--- src/rtl/core/infix_to_postfix_converter_top_defines.svh ---
// Assertion helpers shared by the converter RTL.
// Both sample on clk and are disabled while rst_n is low.
`ifndef INFIX_TO_POSTFIX_CONVERTER_TOP_DEFINES_SVH
`define INFIX_TO_POSTFIX_CONVERTER_TOP_DEFINES_SVH

// Same-cycle implication.
`define I2P_ASSERT_IMPL(lbl, ante, cons, msg) \
    lbl: assert property (@(posedge clk) disable iff (!rst_n) (ante) |-> (cons)) \
        else $error(msg);

// Next-cycle implication.
`define I2P_ASSERT_NEXT(lbl, ante, cons, msg) \
    lbl: assert property (@(posedge clk) disable iff (!rst_n) (ante) |=> (cons)) \
        else $error(msg);

`endif

--- src/rtl/core/i2p_pkg.sv ---
`default_nettype none

package i2p_pkg;

    localparam int STACK_DEPTH_DEF = 32;

    // Operator codes as held on the stack
    typedef enum logic [2:0]
    {
        OP_LPAREN = 3'd0,
        OP_PLUS   = 3'd1,
        OP_MINUS  = 3'd2,
        OP_TIMES  = 3'd3,
        OP_DIVIDE = 3'd4
    } op_code_t;

    localparam logic [7:0] CH_LPAREN = 8'h28;
    localparam logic [7:0] CH_RPAREN = 8'h29;
    localparam logic [7:0] CH_TIMES  = 8'h2A;
    localparam logic [7:0] CH_PLUS   = 8'h2B;
    localparam logic [7:0] CH_MINUS  = 8'h2D;
    localparam logic [7:0] CH_DIVIDE = 8'h2F;
    localparam logic [7:0] CH_TERM   = 8'h00;

    // Stack port controls
    typedef struct packed
    {
        logic     wr_en;
        logic     rd_en;
        op_code_t wr_data;
    } stk_ctl_t;

    function automatic logic [1:0] op_rank(op_code_t c);
        case (c)
            OP_PLUS, OP_MINUS:  op_rank = 2'd1;
            OP_TIMES, OP_DIVIDE: op_rank = 2'd2;
            default:            op_rank = 2'd0;
        endcase
    endfunction

    function automatic logic [7:0] op_char(op_code_t c);
        case (c)
            OP_LPAREN: op_char = CH_LPAREN;
            OP_PLUS:   op_char = CH_PLUS;
            OP_MINUS:  op_char = CH_MINUS;
            OP_TIMES:  op_char = CH_TIMES;
            OP_DIVIDE: op_char = CH_DIVIDE;
            default:   op_char = CH_TERM;
        endcase
    endfunction

    function automatic logic is_alnum(logic [7:0] c);
        is_alnum = (c >= 8'h41 && c <= 8'h5A) || (c >= 8'h61 && c <= 8'h7A) ||
                   (c >= 8'h30 && c <= 8'h39);
    endfunction

    function automatic logic is_op(logic [7:0] c);
        is_op = (c == CH_PLUS) || (c == CH_MINUS) || (c == CH_TIMES) ||
                (c == CH_DIVIDE);
    endfunction

    function automatic op_code_t op_of(logic [7:0] c);
        case (c)
            CH_PLUS:  op_of = OP_PLUS;
            CH_MINUS: op_of = OP_MINUS;
            CH_TIMES: op_of = OP_TIMES;
            default:  op_of = OP_DIVIDE;
        endcase
    endfunction

endpackage

`default_nettype wire

--- src/rtl/core/infix_to_postfix_converter_top.sv ---
`default_nettype none

// Shunting-yard infix to postfix converter. One expression character (kind 0)
// or an end marker (kind 1) is taken per input transfer. Letters and digits
// come straight back out; '(' and the four operators go to an operator stack
// of STACK_DEPTH entries; ')' and operators pop stacked operators out first;
// the end marker pops everything and closes with a zero terminator that
// carries the sticky unmatched-')' and dropped-push flags, after which both
// flags clear. Other characters produce nothing. 'last' marks the final
// result of each input item. Steps: an input item is taken in idle and then
// decoded; a letter, digit, '(' or ignored character is then done; ')', an
// operator or a flush then spend a read step (registered stack read) and a
// compare step (compare and emit) on each stack pop, plus a final check: a
// read step when the stack is or becomes empty, or a read and a compare step
// when the pops stop at a '(' or a lower-ranked operator. A result that has
// to wait for the output register to free up stalls these steps. The stack
// has one write port and one registered read port, and that registered read
// is why each pop needs both steps.
// The block takes a new item while its last result is still waiting on the
// output register; it does not accept while an item is in progress.

`include "infix_to_postfix_converter_top_defines.svh"

module infix_to_postfix_converter_top #(
    parameter int STACK_DEPTH = i2p_pkg::STACK_DEPTH_DEF
) (
    input  logic       clk,
    input  logic       rst_n,
    input  logic       in_valid,
    output logic       in_ready,
    input  logic       kind,
    input  logic [7:0] ch,
    output logic       out_valid,
    input  logic       out_ready,
    output logic [7:0] out_char,
    output logic       last,
    output logic       err_unmatched,
    output logic       err_overflow
);

    localparam int AW = $clog2(STACK_DEPTH);
    localparam int CW = $clog2(STACK_DEPTH + 1);

    typedef enum logic [1:0]
    {
        ST_IDLE,
        ST_DEC,     // classify latched character
        ST_RD,      // issue stack read, or finish on empty stack
        ST_CMP      // compare top of stack, pop or stop
    } state_t;

    typedef enum logic [1:0]
    {
        MODE_CLOSE,
        MODE_OP,
        MODE_FLUSH
    } mode_t;

    state_t             state_reg, state_next;
    mode_t              mode_reg, mode_next;
    logic               kind_reg, kind_next;
    logic [7:0]         ch_reg, ch_next;
    i2p_pkg::op_code_t  op_reg, op_next;
    logic [CW-1:0]      count_reg, count_next;
    logic               unmatched_reg, unmatched_next;
    logic               overflow_reg, overflow_next;
    // Pop held back until we know whether it is the last result
    logic               hold_valid_reg, hold_valid_next;
    logic [7:0]         hold_char_reg, hold_char_next;
    // Output register
    logic               out_valid_reg, out_valid_next;
    logic [7:0]         out_char_reg, out_char_next;
    logic               out_last_reg, out_last_next;
    logic               out_eu_reg, out_eu_next;
    logic               out_eo_reg, out_eo_next;

    i2p_pkg::stk_ctl_t  stk_ctl;
    i2p_pkg::op_code_t  top_code;
    logic [CW-1:0]      count_m1;
    logic [AW-1:0]      stk_rd_addr;
    logic [AW-1:0]      stk_wr_addr;
    logic               out_free;
    logic               full;
    logic               do_pop;
    logic               can_finish;

    i2p_stack #(
        .DEPTH (STACK_DEPTH)
    ) u_stack (
        .clk     (clk),
        .ctl     (stk_ctl),
        .wr_addr (stk_wr_addr),
        .rd_addr (stk_rd_addr),
        .rd_data (top_code)
    );

    assign count_m1    = count_reg - 1'b1;
    assign stk_rd_addr = count_m1[AW-1:0];
    assign stk_wr_addr = count_reg[AW-1:0];
    assign full        = (count_reg == CW'(STACK_DEPTH));
    assign out_free    = !out_valid_reg || out_ready;
    // Finishing with a held pop needs the output register
    assign can_finish  = !hold_valid_reg || out_free;

    assign do_pop = (mode_reg == MODE_FLUSH) ||
                    ((top_code != i2p_pkg::OP_LPAREN) &&
                     ((mode_reg == MODE_CLOSE) ||
                      (i2p_pkg::op_rank(top_code) >= i2p_pkg::op_rank(op_reg))));

    always_comb
    begin
        state_next      = state_reg;
        mode_next       = mode_reg;
        kind_next       = kind_reg;
        ch_next         = ch_reg;
        op_next         = op_reg;
        count_next      = count_reg;
        unmatched_next  = unmatched_reg;
        overflow_next   = overflow_reg;
        hold_valid_next = hold_valid_reg;
        hold_char_next  = hold_char_reg;
        out_valid_next  = out_valid_reg && !out_ready;
        out_char_next   = out_char_reg;
        out_last_next   = out_last_reg;
        out_eu_next     = out_eu_reg;
        out_eo_next     = out_eo_reg;
        stk_ctl.wr_en   = 1'b0;
        stk_ctl.rd_en   = 1'b0;
        stk_ctl.wr_data = op_reg;

        case (state_reg)
            ST_IDLE:
            begin
                if (in_valid)
                begin
                    kind_next  = kind;
                    ch_next    = ch;
                    state_next = ST_DEC;
                end
            end

            ST_DEC:
            begin
                if (kind_reg)
                begin
                    mode_next  = MODE_FLUSH;
                    state_next = ST_RD;
                end
                else if (i2p_pkg::is_alnum(ch_reg))
                begin
                    if (out_free)
                    begin
                        out_valid_next = 1'b1;
                        out_char_next  = ch_reg;
                        out_last_next  = 1'b1;
                        out_eu_next    = 1'b0;
                        out_eo_next    = 1'b0;
                        state_next     = ST_IDLE;
                    end
                end
                else if (ch_reg == i2p_pkg::CH_LPAREN)
                begin
                    if (full)
                    begin
                        overflow_next = 1'b1;
                    end
                    else
                    begin
                        stk_ctl.wr_en   = 1'b1;
                        stk_ctl.wr_data = i2p_pkg::OP_LPAREN;
                        count_next      = count_reg + 1'b1;
                    end
                    state_next = ST_IDLE;
                end
                else if (ch_reg == i2p_pkg::CH_RPAREN)
                begin
                    mode_next  = MODE_CLOSE;
                    state_next = ST_RD;
                end
                else if (i2p_pkg::is_op(ch_reg))
                begin
                    op_next    = i2p_pkg::op_of(ch_reg);
                    mode_next  = MODE_OP;
                    state_next = ST_RD;
                end
                else
                begin
                    state_next = ST_IDLE;
                end
            end

            ST_RD:
            begin
                if (count_reg != '0)
                begin
                    stk_ctl.rd_en = 1'b1;
                    state_next    = ST_CMP;
                end
                else if (mode_reg == MODE_FLUSH)
                begin
                    if (out_free)
                    begin
                        out_valid_next = 1'b1;
                        out_char_next  = i2p_pkg::CH_TERM;
                        out_last_next  = 1'b1;
                        out_eu_next    = unmatched_reg;
                        out_eo_next    = overflow_reg;
                        unmatched_next = 1'b0;
                        overflow_next  = 1'b0;
                        state_next     = ST_IDLE;
                    end
                end
                else if (can_finish)
                begin
                    if (hold_valid_reg)
                    begin
                        out_valid_next = 1'b1;
                        out_char_next  = hold_char_reg;
                        out_last_next  = 1'b1;
                        out_eu_next    = 1'b0;
                        out_eo_next    = 1'b0;
                    end
                    hold_valid_next = 1'b0;
                    if (mode_reg == MODE_CLOSE)
                    begin
                        unmatched_next = 1'b1;
                    end
                    else
                    begin
                        // empty stack, never full here
                        stk_ctl.wr_en = 1'b1;
                        count_next    = count_reg + 1'b1;
                    end
                    state_next = ST_IDLE;
                end
            end

            ST_CMP:
            begin
                if (do_pop)
                begin
                    if (mode_reg == MODE_FLUSH)
                    begin
                        if (out_free)
                        begin
                            out_valid_next = 1'b1;
                            out_char_next  = i2p_pkg::op_char(top_code);
                            out_last_next  = 1'b0;
                            out_eu_next    = 1'b0;
                            out_eo_next    = 1'b0;
                            count_next     = count_m1;
                            state_next     = ST_RD;
                        end
                    end
                    else if (can_finish)
                    begin
                        if (hold_valid_reg)
                        begin
                            out_valid_next = 1'b1;
                            out_char_next  = hold_char_reg;
                            out_last_next  = 1'b0;
                            out_eu_next    = 1'b0;
                            out_eo_next    = 1'b0;
                        end
                        hold_valid_next = 1'b1;
                        hold_char_next  = i2p_pkg::op_char(top_code);
                        count_next      = count_m1;
                        state_next      = ST_RD;
                    end
                end
                else if (can_finish)
                begin
                    if (hold_valid_reg)
                    begin
                        out_valid_next = 1'b1;
                        out_char_next  = hold_char_reg;
                        out_last_next  = 1'b1;
                        out_eu_next    = 1'b0;
                        out_eo_next    = 1'b0;
                    end
                    hold_valid_next = 1'b0;
                    if (mode_reg == MODE_CLOSE)
                    begin
                        // matching '(' dropped
                        count_next = count_m1;
                    end
                    else if (full)
                    begin
                        overflow_next = 1'b1;
                    end
                    else
                    begin
                        stk_ctl.wr_en = 1'b1;
                        count_next    = count_reg + 1'b1;
                    end
                    state_next = ST_IDLE;
                end
            end

            default:
            begin
                state_next = ST_IDLE;
            end
        endcase
    end

    always_ff @(posedge clk or negedge rst_n)
    begin
        if (!rst_n)
        begin
            state_reg      <= ST_IDLE;
            mode_reg       <= MODE_CLOSE;
            count_reg      <= '0;
            unmatched_reg  <= 1'b0;
            overflow_reg   <= 1'b0;
            hold_valid_reg <= 1'b0;
            out_valid_reg  <= 1'b0;
        end
        else
        begin
            state_reg      <= state_next;
            mode_reg       <= mode_next;
            count_reg      <= count_next;
            unmatched_reg  <= unmatched_next;
            overflow_reg   <= overflow_next;
            hold_valid_reg <= hold_valid_next;
            out_valid_reg  <= out_valid_next;
        end
    end

    // Payload, no reset
    always_ff @(posedge clk)
    begin
        kind_reg      <= kind_next;
        ch_reg        <= ch_next;
        op_reg        <= op_next;
        hold_char_reg <= hold_char_next;
        out_char_reg  <= out_char_next;
        out_last_reg  <= out_last_next;
        out_eu_reg    <= out_eu_next;
        out_eo_reg    <= out_eo_next;
    end

    assign in_ready      = (state_reg == ST_IDLE);
    assign out_valid     = out_valid_reg;
    assign out_char      = out_char_reg;
    assign last          = out_last_reg;
    assign err_unmatched = out_eu_reg;
    assign err_overflow  = out_eo_reg;

    `I2P_ASSERT_IMPL(a_count_bound, 1'b1,
        count_reg <= CW'(STACK_DEPTH),
        "stack count past depth")
    `I2P_ASSERT_IMPL(a_flags_on_term, out_valid && (err_unmatched || err_overflow),
        (out_char == i2p_pkg::CH_TERM) && last,
        "error flag off terminator")
    `I2P_ASSERT_NEXT(a_pop_dec, (state_reg == ST_CMP) && (state_next == ST_RD),
        count_reg == CW'($past(count_reg) - 1'b1),
        "pop did not shrink stack")
    `I2P_ASSERT_NEXT(a_flush_clear,
        (state_reg == ST_RD) && (mode_reg == MODE_FLUSH) && (count_reg == '0) && out_free,
        !unmatched_reg && !overflow_reg && out_valid && last,
        "flush did not close cleanly")

endmodule

`default_nettype wire

--- src/rtl/core/i2p_stack.sv ---
`default_nettype none

// Operator stack storage: one write port, one registered read port.
module i2p_stack #(
    parameter int DEPTH = i2p_pkg::STACK_DEPTH_DEF,
    localparam int AW = $clog2(DEPTH)
) (
    input  logic               clk,
    input  i2p_pkg::stk_ctl_t  ctl,
    input  logic [AW-1:0]      wr_addr,
    input  logic [AW-1:0]      rd_addr,
    output i2p_pkg::op_code_t  rd_data
);

    logic [2:0] stack_mem [DEPTH];
    logic [2:0] rd_data_reg;

    always_ff @(posedge clk)
    begin
        if (ctl.wr_en)
        begin
            stack_mem[wr_addr] <= ctl.wr_data;
        end
        if (ctl.rd_en)
        begin
            rd_data_reg <= stack_mem[rd_addr];
        end
    end

    assign rd_data = i2p_pkg::op_code_t'(rd_data_reg);

endmodule

`default_nettype wire
--- config.mk ---
export PLATFORM = sky130hd
export DESIGN_NAME = infix_to_postfix_converter_top
export DESIGN_NICKNAME = d
export VERILOG_FILES = /design/src/rtl/core/i2p_pkg.sv /design/src/rtl/core/infix_to_postfix_converter_top.sv /design/src/rtl/core/i2p_stack.sv
export VERILOG_INCLUDE_DIRS = /design/src /design/src/rtl/core
export SDC_FILE = /design/constraint.sdc
export NUM_CORES = 1
export LEC_CHECK = 0
export BUFFER_PORTS_ARGS = -buffer_cell sky130_fd_sc_hd__buf_2
export CORE_MARGIN = 2
export CORE_UTILIZATION = 27
export CTS_CLUSTER_DIAMETER = 200
export DETAILED_ROUTE_END_ITERATION = 7
export PLACE_DENSITY_LB_ADDON = 0.08
export SLEW_MARGIN = 20
export SYNTH_ARGS = -nofsm -noshare
export SYNTH_HDL_FRONTEND = slang
export SYNTH_SLANG_ARGS = --single-unit
--- constraint.sdc ---
create_clock -name clk -period 9.1 [get_ports clk]
set_clock_uncertainty 0.2 [all_clocks]
set_input_delay 0.455 -clock clk [delete_from_list [all_inputs] [get_ports clk]]
set_output_delay 0.455 -clock clk [all_outputs]
set_load 0.02 [all_outputs]
# Word-level counts from Yosys, hierarchy flattened
# Memories as Yosys holds them, arrays and structs flattened. A register that Yosys moved wholly into a read port is not among the register bits.
# Index checks and enable logic that the tools add are counted.
[classes] addsub=2 n_lt_le_gt_ge=7 n_eq_ne=45 n_mux=136 bitwise_logic=6 n_reduce_logical=43
[op_table] op="$mux W8" n=11
[op_table] op="$mux W6" n=14
[op_table] op="$mux W1" n=73
[op_table] op="$eq A8 B6 Y1 const B" n=6
[op_table] op="$mux W2" n=19
[op_table] op="$ne A2 B2 Y1 const B" n=18
[op_table] op="$pmux W6 S5" n=1
[op_table] op="$pmux W8 S3" n=1
[op_table] op="$pmux W1 S3" n=6
[op_table] op="$pmux W6 S3" n=1
[op_table] op="$ge A8 B7 Y1 const B" n=2
[op_table] op="$le A8 B7 Y1 const B" n=2
[op_table] op="$mux W3" n=5
[op_table] op="$ne A3 B3 Y1 const B" n=5
[op_table] op="$reduce_and A5 Y1" n=3
[op_table] op="$reduce_and A7 Y1" n=2
[op_table] op="$eq A3 B2 Y1 const B" n=4
[op_table] op="$ne A4 B4 Y1 const B" n=3
[op_table] op="$reduce_and A11 Y1" n=1
[op_table] op="$reduce_and A10 Y1" n=1
[op_table] op="$logic_or A1 B1 Y1" n=9
[op_table] op="$pmux W3 S3" n=1
[op_table] op="$reduce_bool A3 Y1" n=3
[op_table] op="$ge A8 B6 Y1 const B" n=1
[op_table] op="24 further kinds" n=47
[word_totals] regBits=45 mem_bits_rw=96 inputBits=13 out_inout_bits=13 word_cells=255 n_memories=1
[memory_table] memory="u_stack.stack_mem" depth=32 width=3 rd=1 rd_ports_with_merged_regs=1 write_ports=1 line_no="i2p_stack.sv:15" source="logic [2:0] stack_mem [DEPTH];"

# Logic depth before layout (Yosys ltp)
[logic_depth] word_depth=11 depth_mapped=11 mapped_depth_nobuf=10

# Hierarchy
# A second synthesis with hierarchy kept.
[hier_totals] cells_unflattened=450 hier_area_um2=6423.7
[modules_own_cells] module="i2p_stack" instances=1 cells_each=185 area_per_inst_um2=3946.3 seq_area_each_um2=2972.9
[modules_own_cells] module="infix_to_postfix_converter_top" instances=1 cells_each=265 area_per_inst_um2=2477.4 seq_area_each_um2=1161.1

# Worst setup path before layout
# Ideal clock, no wire load.
[synth_path] path_kind="reg-to-reg" from="register count_reg[0]" to="register u_stack.rd_data_reg[0] (netlist: u_stack.rd_data[0]) (read register of u_stack.stack_mem) (data pin)" setup_time_ps=260 arrival_time_ps=2768 required_ps=8640 path_slack_ps=5872 stages_incl_launch_ff=10 path_buffers=4 period_less_slack_ps=3228 cell_sequence="dfrtp_1 > buf_6 > buf_4 > inv_1 > ha_1 > clkbuf_1 > clkbuf_1 > mux4_2 > mux4_2 > mux2_2"
[synth_via] elab_chain_len=3 elab_cells_between_ends=4 cone_classes="add/sub: 1; mux: 2; reduce/logical: 1"
[synth_lines] item="start, declared" line_no="infix_to_postfix_converter_top.sv:64" source="logic [CW-1:0] count_reg, count_next;"
[synth_lines] item="start signal, assigned" line_no="infix_to_postfix_converter_top.sv:323" source="count_reg <= count_next;"
[synth_lines] item="parallel branches: the longest is 3 deep, another holds $sub A6 B1 Y6"
[synth_lines] item="end, declared" line_no="i2p_stack.sv:16" source="logic [2:0] rd_data_reg;"
# Several ways; the timed one is not identified.
# A chain may end at the register's enable or synchronous reset.

# Final worst setup path
[layout_path] from="register count_reg[0]" to="register u_stack.rd_data_reg[2] (netlist: u_stack.rd_data[2]) (read register of u_stack.stack_mem) (data pin)"
# The elaborated chain is that of the path after synthesis.

==> results.yml <==
worst_setup_path:
  worst_path_largest_cell_delay_ns: 1.07
  r2r_setup_slack_ns: 5.19
  critPathTopFamily: "multiplexers"
  path_cells: "inv_1 > ha_1 > mux4_2 > mux4_2 > mux2_2"
  critical_path.endpoint_type: "flip-flop"
  startpoint: "count_reg[0]$_DFFE_PN0P_"
  worstPathArrival_ns: 3.88
  crit_buf_inv: 1
  crit_path_frequent_cell: "mux4_2"
  r2r_cells: 5
  crit_path_max_fanout: 30
  crit_type: "flip-flop to flip-flop"
  critPathSlowestCell: "ha_1"
  r2r-end: "u_stack.rd_data[2]$_DFFE_PP_"
  worst-endpoint-required_ns: 9.08
  startpoint_type: "flip-flop"
  reg2reg_from: "count_reg[0]$_DFFE_PN0P_"
pwr:
  p_per_area_nw_per_um2: 337
  irDropWorstVdd_mv: 0.119
  p_leak_uw: 0.00257
floorplan:
  io_pins: 26
  die_w_um: 158
  core_um2: 23400
  start_util_pct: 27.5
  std_cell_rows: 56
  die_h_um: 158
  die-area_um2: 25100
placed_design:
  portBuffers: 25
  routabilityCongestion: 0.738
  placed_area_um2: 6860
  dp_slack_ns: 5.14
  hpwl_um: 10800
timing:
  fmax_ghz: 0.256
  maxSlewViolCount: 0
  finalHoldViolCount: 0
  fin_crit_sh_pct: 43.0
  slew_headroom_pct: 28.4
  finalSetupViolCount: 0
  rsz0062_at_grt: "no"
  fin_crit_ns: 3.91
  fin_setup_tns_ns: 0
  fin_hold_ws_ns: 0.290
  fin_ws_ns: 5.19
  tightest_slew_ns: 1.07
synthesis:
  synth_area_um2: 6430
  synth_top_flop_cell: "edfxtp_1"
  synth_edf_count: 126
  syn-num-nets: 459
  avgSynthCellArea_um2: 14.7
  synth_cell_types: 57
  synthArstFlopShare_pct: 10.0
  netlist_instances: 439
  synth_warnings: 0
  seq_area_frac_synth_pct: 64.3
  ys_ff_latch: 140
route:
  wl_per_cell_um: 19.8
  route.detailed.drc: 0
  ant_nets: 0
  detail_route.vias_per_cell: 4.71
  vias: 3796
  dr.pass1.iters: 4
  drtIter0Drc: 247
  routed_wl_um: 16000
clock_network:
  numCtsBuffers: 17
  h-tree-depth: 4
  cts_setup_buffers: 0
  clock-sinks: 140
  clk_pin_slew_ns: 0.07
  clockRootBuffer: "clkbuf_16"
  cts_tree: "done"
  clkLatencyLatePin_ns: 0.43
  cts_max_path_buffers: 2
final_layout:
  final_net_count: 494
  synthToLayoutAreaGrowth_pct: 18.6
  diodes: 0
  layout.cells.most_common: "edfxtp_1"
  largest_reg_flops: 96
  fin_area_um2: 7630
  fill_cells: 2367
  drive_gt1_share_pct: 22.6
  most-common-layout-cells: "edfxtp_1 (126), nor2_1 (54), nand2_1 (30), mux4_2 (30), buf_2 (25)"
job:
  max_cap_viol_count: 0
grt:
  gr-total-overflow: 0
  grt_pass1_wl_um: 24700
  grt_util_all_layers_pct: 13.7
  grt_pass1_vias: 4016
  grt_start_max_net_pins: 33
  antenna_found_initial: 0
hold_path:
  hold_class: "primary input to asynchronous set/reset pin"
status:
  status: "completed"
-- timing repair --
item	in CTS	in global routing
hold buffers	10	0
hold endpoints to repair	23	0
gates resized for setup	0	0
-- worst max-delay path by stage --
stage	cells after the start	endpoint
detailed placement	5	u_stack.rd_data[2]$_DFFE_PP_
global placement	5	u_stack.rd_data[2]$_DFFE_PP_
global route	5	u_stack.rd_data[2]$_DFFE_PP_
CTS	5	u_stack.rd_data[2]$_DFFE_PP_
finish	5	u_stack.rd_data[2]$_DFFE_PP_
floorplan	9	u_stack.rd_data[0]$_DFFE_PP_
-- Yosys cell counts (2+ instances only) --
library cell | count | area, um2
nand2_1 | 30 | 113
ha_1 | 7 | 87.6
or3_1 | 2 | 12.5
a31oi_1 | 5 | 31.3
a211oi_1 | 2 | 15.0
xor2_1 | 2 | 17.5
nor3_1 | 5 | 25.0
o21a_1 | 3 | 22.5
dfrtp_1 | 14 | 350
mux4_2 | 30 | 676
buf_4 | 2 | 15.0
mux2i_1 | 5 | 50.1
a21oi_1 | 21 | 105
nor2_1 | 54 | 203
nand2b_1 | 10 | 62.6
o22ai_1 | 3 | 18.8
mux2_2 | 5 | 56.3
and3_1 | 2 | 12.5
o31ai_1 | 5 | 37.5
o21ai_0 | 5 | 25.0
or2_2 | 2 | 12.5
o41ai_1 | 2 | 17.5
a21o_1 | 4 | 30.0
inv_1 | 8 | 30.0
buf_2 | 3 | 15.0
and2_1 | 5 | 31.3
a22o_1 | 6 | 52.6
nand3_1 | 13 | 65.1
buf_6 | 3 | 33.8
clkbuf_1 | 14 | 52.6
edfxtp_1 | 126 | 3780
xnor2_1 | 5 | 43.8
o211ai_1 | 6 | 45.0
nor2b_1 | 7 | 43.8
-- metrics by stage --
stage / utilization, % / cells / total power, uW
finish: 32.6 / 806 / 2570
global placement: 29.3 / 764 / 1800
floorplan: - / 439 / 1600
CTS: 32.5 / 806 / 2600
global route: 32.6 / 806 / 2730
detailed placement: 29.3 / 764 / 1810
-- power by group --
group	switching, uW	internal [uW]	leakage, uW
Combinational	443	408	0.000930
Clock	305	471	0.000313
Sequential	142	799	0.00133
-- per-layer routing --
metal | share of wire [%] | track usage, % | wire [um] | up-vias
li1 | - | - | - | 1775
met1 | 46 | 17.6 | 7350 | 1930
met2 | 49 | 22.8 | 7910 | 75
met3 | 3.1 | 3.13 | 501 | 16
met4 | 1.5 | 4.80 | 237 | 0
met5 | 0 | 0 | 0 | -
-- area by class of cell --
class | instances | area [um2] | area share (%)
Clock buffer | 17 | 425 | 5.58
Clock inverter | 15 | 224 | 2.94
Inverter | 8 | 30.0 | 0.394
Multi-Input combinational cell | 269 | 2160 | 28.4
Sequential cell | 140 | 4140 | 54.2
Tap cell | 319 | 399 | 5.23
Timing Repair Buffer | 38 | 248 | 3.25
-- logic make-up after synthesis --
| group | synth area share (%) |
|---|---|
| compound gates | 7.74 |
| fa+ha+maj | 1.36 |
| flops | 64.3 |
| xor+xnor | 0.953 |
| buf+inv | 2.28 |
| mux | 12.2 |
| simple gates | 11.2 |
Power figures use the tool's default switching activity.
